### src/salru_pkg.sv
// Shared types of the LRU tag store: request/response payloads and the
// controller/datapath command and status groups. No dependencies.
package salru_pkg;

	typedef struct packed {
		logic        action;
		logic [31:0] address;
		logic        fill_dirty;
	} req_t;

	typedef struct packed {
		logic        hit;
		logic        evict_valid;
		logic        evict_dirty;
		logic [31:0] evict_address;
	} rsp_t;

	localparam logic ACT_ACCESS     = 1'b0;
	localparam logic ACT_INVALIDATE = 1'b1;

	typedef struct packed {
		logic capture;
		logic clear_step;
		logic commit;
		logic pop;
	} cmd_t;

	typedef struct packed {
		logic clear_last;
		logic out_full;
	} sts_t;

endpackage

### src/salru_ctrl.sv
// Sequencer of the LRU tag store: clearing pass, request capture, commit.
// Depends on salru_pkg (cmd_t, sts_t).
module salru_ctrl (
	input  logic              clk,
	input  logic              arst_n,
	input  logic              req_valid,
	output logic              req_ready,
	input  logic              rsp_ready,
	input  salru_pkg::sts_t   sts,
	output salru_pkg::cmd_t   cmd
);

	localparam logic [1:0] ST_CLEAR  = 2'd0;
	localparam logic [1:0] ST_IDLE   = 2'd1;
	localparam logic [1:0] ST_LOOKUP = 2'd2;

	logic [1:0] state_q;
	logic [1:0] state_d;

	always_comb begin
		state_d        = state_q;
		req_ready      = 1'b0;
		cmd.capture    = 1'b0;
		cmd.clear_step = 1'b0;
		cmd.commit     = 1'b0;
		cmd.pop        = sts.out_full & rsp_ready;
		case (state_q)
			ST_CLEAR: begin
				cmd.clear_step = 1'b1;
				if (sts.clear_last)
					state_d = ST_IDLE;
			end
			ST_IDLE: begin
				req_ready   = 1'b1;
				cmd.capture = req_valid;
				if (req_valid)
					state_d = ST_LOOKUP;
			end
			ST_LOOKUP: begin
				// result register must be free (or draining) before write-back
				cmd.commit = ~sts.out_full | rsp_ready;
				if (cmd.commit)
					state_d = ST_IDLE;
			end
			default: begin
				state_d = ST_CLEAR;
			end
		endcase
	end

	always_ff @(posedge clk or negedge arst_n) begin
		if (!arst_n)
			state_q <= ST_CLEAR;
		else
			state_q <= state_d;
	end

endmodule

### config.mk
export PLATFORM = sky130hd
export DESIGN_NAME = salru_ctrl
export DESIGN_NICKNAME = d
export VERILOG_FILES = /design/src/salru_pkg.sv /design/src/salru_ctrl.sv
export SDC_FILE = /design/constraint.sdc
export NUM_CORES = 1
export LEC_CHECK = 0
export BUFFER_PORTS_ARGS = -buffer_cell sky130_fd_sc_hd__buf_2
export CAP_MARGIN = 20
export CORE_AREA = 2 2 39 41
export CTS_CLUSTER_SIZE = 14
export DETAILED_ROUTE_END_ITERATION = 10
export DIE_AREA = 0 0 41 43
export PLACE_DENSITY_LB_ADDON = 0.15
export SLEW_MARGIN = 20
export SYNTH_ARGS = -nofsm -noshare
export SYNTH_HDL_FRONTEND = slang
export SYNTH_SLANG_ARGS = --single-unit
### constraint.sdc
create_clock -name clk -period 2.39 [get_ports clk]
set_input_delay 0.239 -clock clk [delete_from_list [all_inputs] [get_ports clk]]
set_output_delay 0.239 -clock clk [all_outputs]
set_load 0.02 [all_outputs]
## After elaboration in Yosys (flattened, before gate mapping)

Cells that the tools add are included.

- Eq/ne operators: 5
- Multiplexer cells: 8
- Bitwise logic cells: 3
- Reduce and logical (&&, ||, !) cells: 2

Operators by type and width:

| operator | number |
|---|---|
| two-way mux 2 bit | 3 |
| inequality test 2 bit (second input constant) | 3 |
| one-hot mux 2 bit (3 select lines) | 1 |
| two-way mux 1 bit | 4 |
| AND reduction 3 bit | 1 |
| == test 2 x 1 -> 1 bit (second input constant) | 1 |
| == test 2 bit (second input constant) | 1 |
| logical NOT 2 bit | 1 |
| AND 1 bit | 1 |
| NOT 1 bit | 1 |
| bitwise OR 1 bit | 1 |

- Bits in registers: 2
- Bits of input ports: 6
- Logic and storage cells: 19

## Longest topological paths before layout

- Depth after elaboration: 4
- Depth in mapped cells: 2
- Gate-level depth less buffers: 2

## Least setup slack after synthesis

OpenSTA, ideal clock, no wires.

- Path kind: reg2out
- Start point: register state_q[0]
- End point: output cmd[1] (netlist name)
- Arrival time: 0.872 ns
- Data required time: 2.151 ns
- Path slack: 1.279 ns
- Stages on the path, launching flop included: 3
- Buffers on the path: 0
- Path through: dfrtp_1 -> nand2b_1 -> nor2_1

RTL lines:

| item | RTL line | text |
|---|---|---|
| from (decl) | salru_ctrl.sv:17 | `logic [1:0] state_q;` |
| from (signal assigned) | salru_ctrl.sv:55 | `state_q <= state_d;` |
| to (decl) | salru_ctrl.sv:10 | `output salru_pkg::cmd_t cmd` |

==> impl_metrics.csv <==
group,metric,value,unit
timing,worst_slew_margin_rel,0.8280,
synth,yosysTopAreaCell,"dfrtp_1",
floorplanning,io-pin-count,11,
synth,ys_seq_area_frac,0.3810,
synth,syn_inst,15,
global_route,grt_pass1_vias,160,
setup_path,cpPeakStageDelay,0.41,ns
placed_design,pre_cts_ws,1.276,ns
clocking,postCtsHoldBufs,1,
timing,hold_ws,0.2537,ns
setup_path,critPathRequiredTime,2.15,ns
setup_path,end_kind,"primary output",
clocking,ctsHtreeMaxLevel,1,
routing,dr_total_vias,147,
synth,synth_ff_type,"dfrtp_1",
power,power_density,1172,mW/mm²
global_route,track_usage,0.05528,
placed_design,hpwl,275.5,µm
cells_and_area,syn2layout_area_growth,78.09,%
routing,ant_nets,0,
synth,synth_mux_area_frac,0,
run,cap_violations,0,
cells_and_area,seqCellArea,50.05,µm²
clocking,cts_tree,"done",
synth,synthesis.area,131.4,µm²
floorplanning,row_count,14,
placed_design,placed_area,201.4,µm²
synth,synth-compound-area-share,0.1905,
setup_path,crit_chain,"nand2b_1 > nor2_1 > buf_2",
placed_design,io_buffers,10,
timing,rsz0062_at_grt,"no",
timing,finClkSkew,0.001888,ns
timing,drv_slew,0,
synth,yosysMostFrequentCell,"nor2_1",
synth,synth_top_area_share,0.3810,
cells_and_area,diodes,0,
routing,dr.pass1.iters,2,
cells_and_area,multi_input_area,77.57,µm²
routing,drcViolationCount,0,
global_route,antenna_found_initial,0,
synth,yosysUniqueCellTypes,11,
setup_path,worstPathMaxFanout,6,
floorplanning,die_x,41,µm
timing,timing.fmax,738.1,MHz
min_path,hp-class,"in -> reg",
synth,synth_top_family_by_area,"simple AND/OR/NAND/NOR gates",
global_route,grt_max_degree,7,
clocking,cts_setup_buffers,0,
timing,tightest_slew,0.2571,ns
clocking,clk_path_buf_depth,2,
synth,synth-edff-count,0,
synth,synth_fa_ha_area_frac,0,
cells_and_area,layout.nets,37,
setup_path,cp.arrival,1.12,ns
routing,wl_per_cell,8.089,µm
timing,setup_viol,0,
synth,synth_area_leaders,"dfrtp_1 38%, o32ai_2 12%, nor2_1 11%",
synth,yosysWarnings,0,
placed_design,place_congestion,0.5789,
clocking,clk_pin_slew,0.03,ns
clocking,cts_buffers,3,
global_route,busiest_layer,"met4",
synth,avgSynthCellArea,8.758,µm²
setup_path,cp_slowest_cell,"dfrtp_1",
timing,finalSetupTns,0,ns
routing,drt_iter0_markers,2,
synth,synth_common_cells,"4 x nor2_1, 2 x dfrtp_1",
clocking,root_buffer,"clkbuf_4",
power,power.total,0.2742,mW
synth,yosys.area_share.simple,0.4000,
timing,hold_viol,0,
synth,synth_xor_area_frac,0,
cells_and_area,drive_gt1_frac,0.5172,
run_status,status,"complete, no violations",
cells_and_area,regMostFlops,"state_q",
timing,worst_slack,1.035,ns
global_route,gr-total-overflow,0,
timing,fin_crit,1.355,ns
routing,routed_via_density,3.267,
floorplanning,core,0.001384,mm²
floorplanning,die_h,43,µm
global_route,grtUsageMet3,0.01571,
cells_and_area,reg_top3,"state_q: 2 flops",
clocking,cts_resized,0,
power,p_leak,0.1203,nW
cells_and_area,fin_area,234.0,µm²
global_route,grt_util_met1,0.05484,
timing,fin_crit_sh,0.5669,
global_route,gr-usage-met2,0.06250,
setup_path,start_kind,"register",
synth,ys_seq_elements,2,
cells_and_area,largest_reg_flops,2,
routing,wl,364,µm
power,vdd_drop_max,0.0002995,V
clocking,cts_sinks,2,
setup_path,crit_type,"reg -> out",
clocking,clk_latency,0.22,ns
global_route,grt_pass1_wl,545,µm
cells_and_area,fillers,163,
synth,async_flop_share,1.000,
floorplanning,die-area,0.001763,mm²
synth,syn_nets,21,
floorplanning,initial_core_util,0.09494,
## area by class of cell
class	count	area share
Sequential cell	2	0.2139
Clock buffer	3	0.09626
Inverter	1	0.01604
Multi-Input combinational cell	12	0.3316
Timing Repair Buffer	11	0.2567
Tap cell	16	0.08556
## layout by cell type (no fill, tap or decap)
cell / count
nand2_1: 1
nand2b_1: 1
clkbuf_4: 3
and2b_2: 1
o32ai_1: 1
dlygate4sd3_1: 1
inv_1: 1
dfrtp_1: 2
and2_0: 1
buf_2: 10
o32ai_2: 1
and2_1: 1
nor2_1: 4
nor2b_1: 1
## final timing paths
path	startpoint	endpoint	slack (ns)	depth (start not counted)
setup / recovery	state_q[0]$_DFFE_PN0P_	cmd[1]	1.04	3
hold / removal	rsp_ready	state_q[1]$_DFFE_PN0P_	0.25	2
setup reg to reg	state_q[0]$_DFFE_PN0P_	state_q[0]$_DFFE_PN0P_	1.43	2
hold reg to reg	state_q[1]$_DFFE_PN0P_	state_q[1]$_DFFE_PN0P_	0.58	1
max in group asynchronous	arst_n	state_q[1]$_DFFE_PN0P_	1.97	2
min in group asynchronous	arst_n	state_q[0]$_DFFE_PN0P_	0.32	2
## worst max-delay path: cells and delay by family, from the launching register on
kind	cells	cell delay [ns]
flops	1	0.41
simple gates	2	0.31
buf+inv	1	0.17
## routing by layer
layer  part of all wire  up-vias
met1               0.44       59
met2               0.41        9
met4                  0        0
met3               0.15        0
met5                  0        -
li1                   -       79
## stage by stage
stage	instances	util
floorplan	15	-
CTS	45	0.1691
finish	45	0.1691
detailed placement	41	0.1456
global route	45	0.1691
global placement	41	0.1456
## logic make-up (layout without fill, tap and decap cells)
| group | count (synthesis) | count (layout) |
|---|---|---|
| AO/OA/AOI/OAI | 2 | 2 |
| flip-flops | 2 | 2 |
| buffers and inverters | 1 | 15 |
| AND/OR/NAND/NOR | 10 | 10 |
## where the power goes
part,internal (mW),switching (mW),total [mW]
Sequential,0.0492,0.0218,0.0710
Clock,0.0555,0.0199,0.0754
Combinational,0.0551,0.0727,0.128
(Power assumes the default switching activity.)
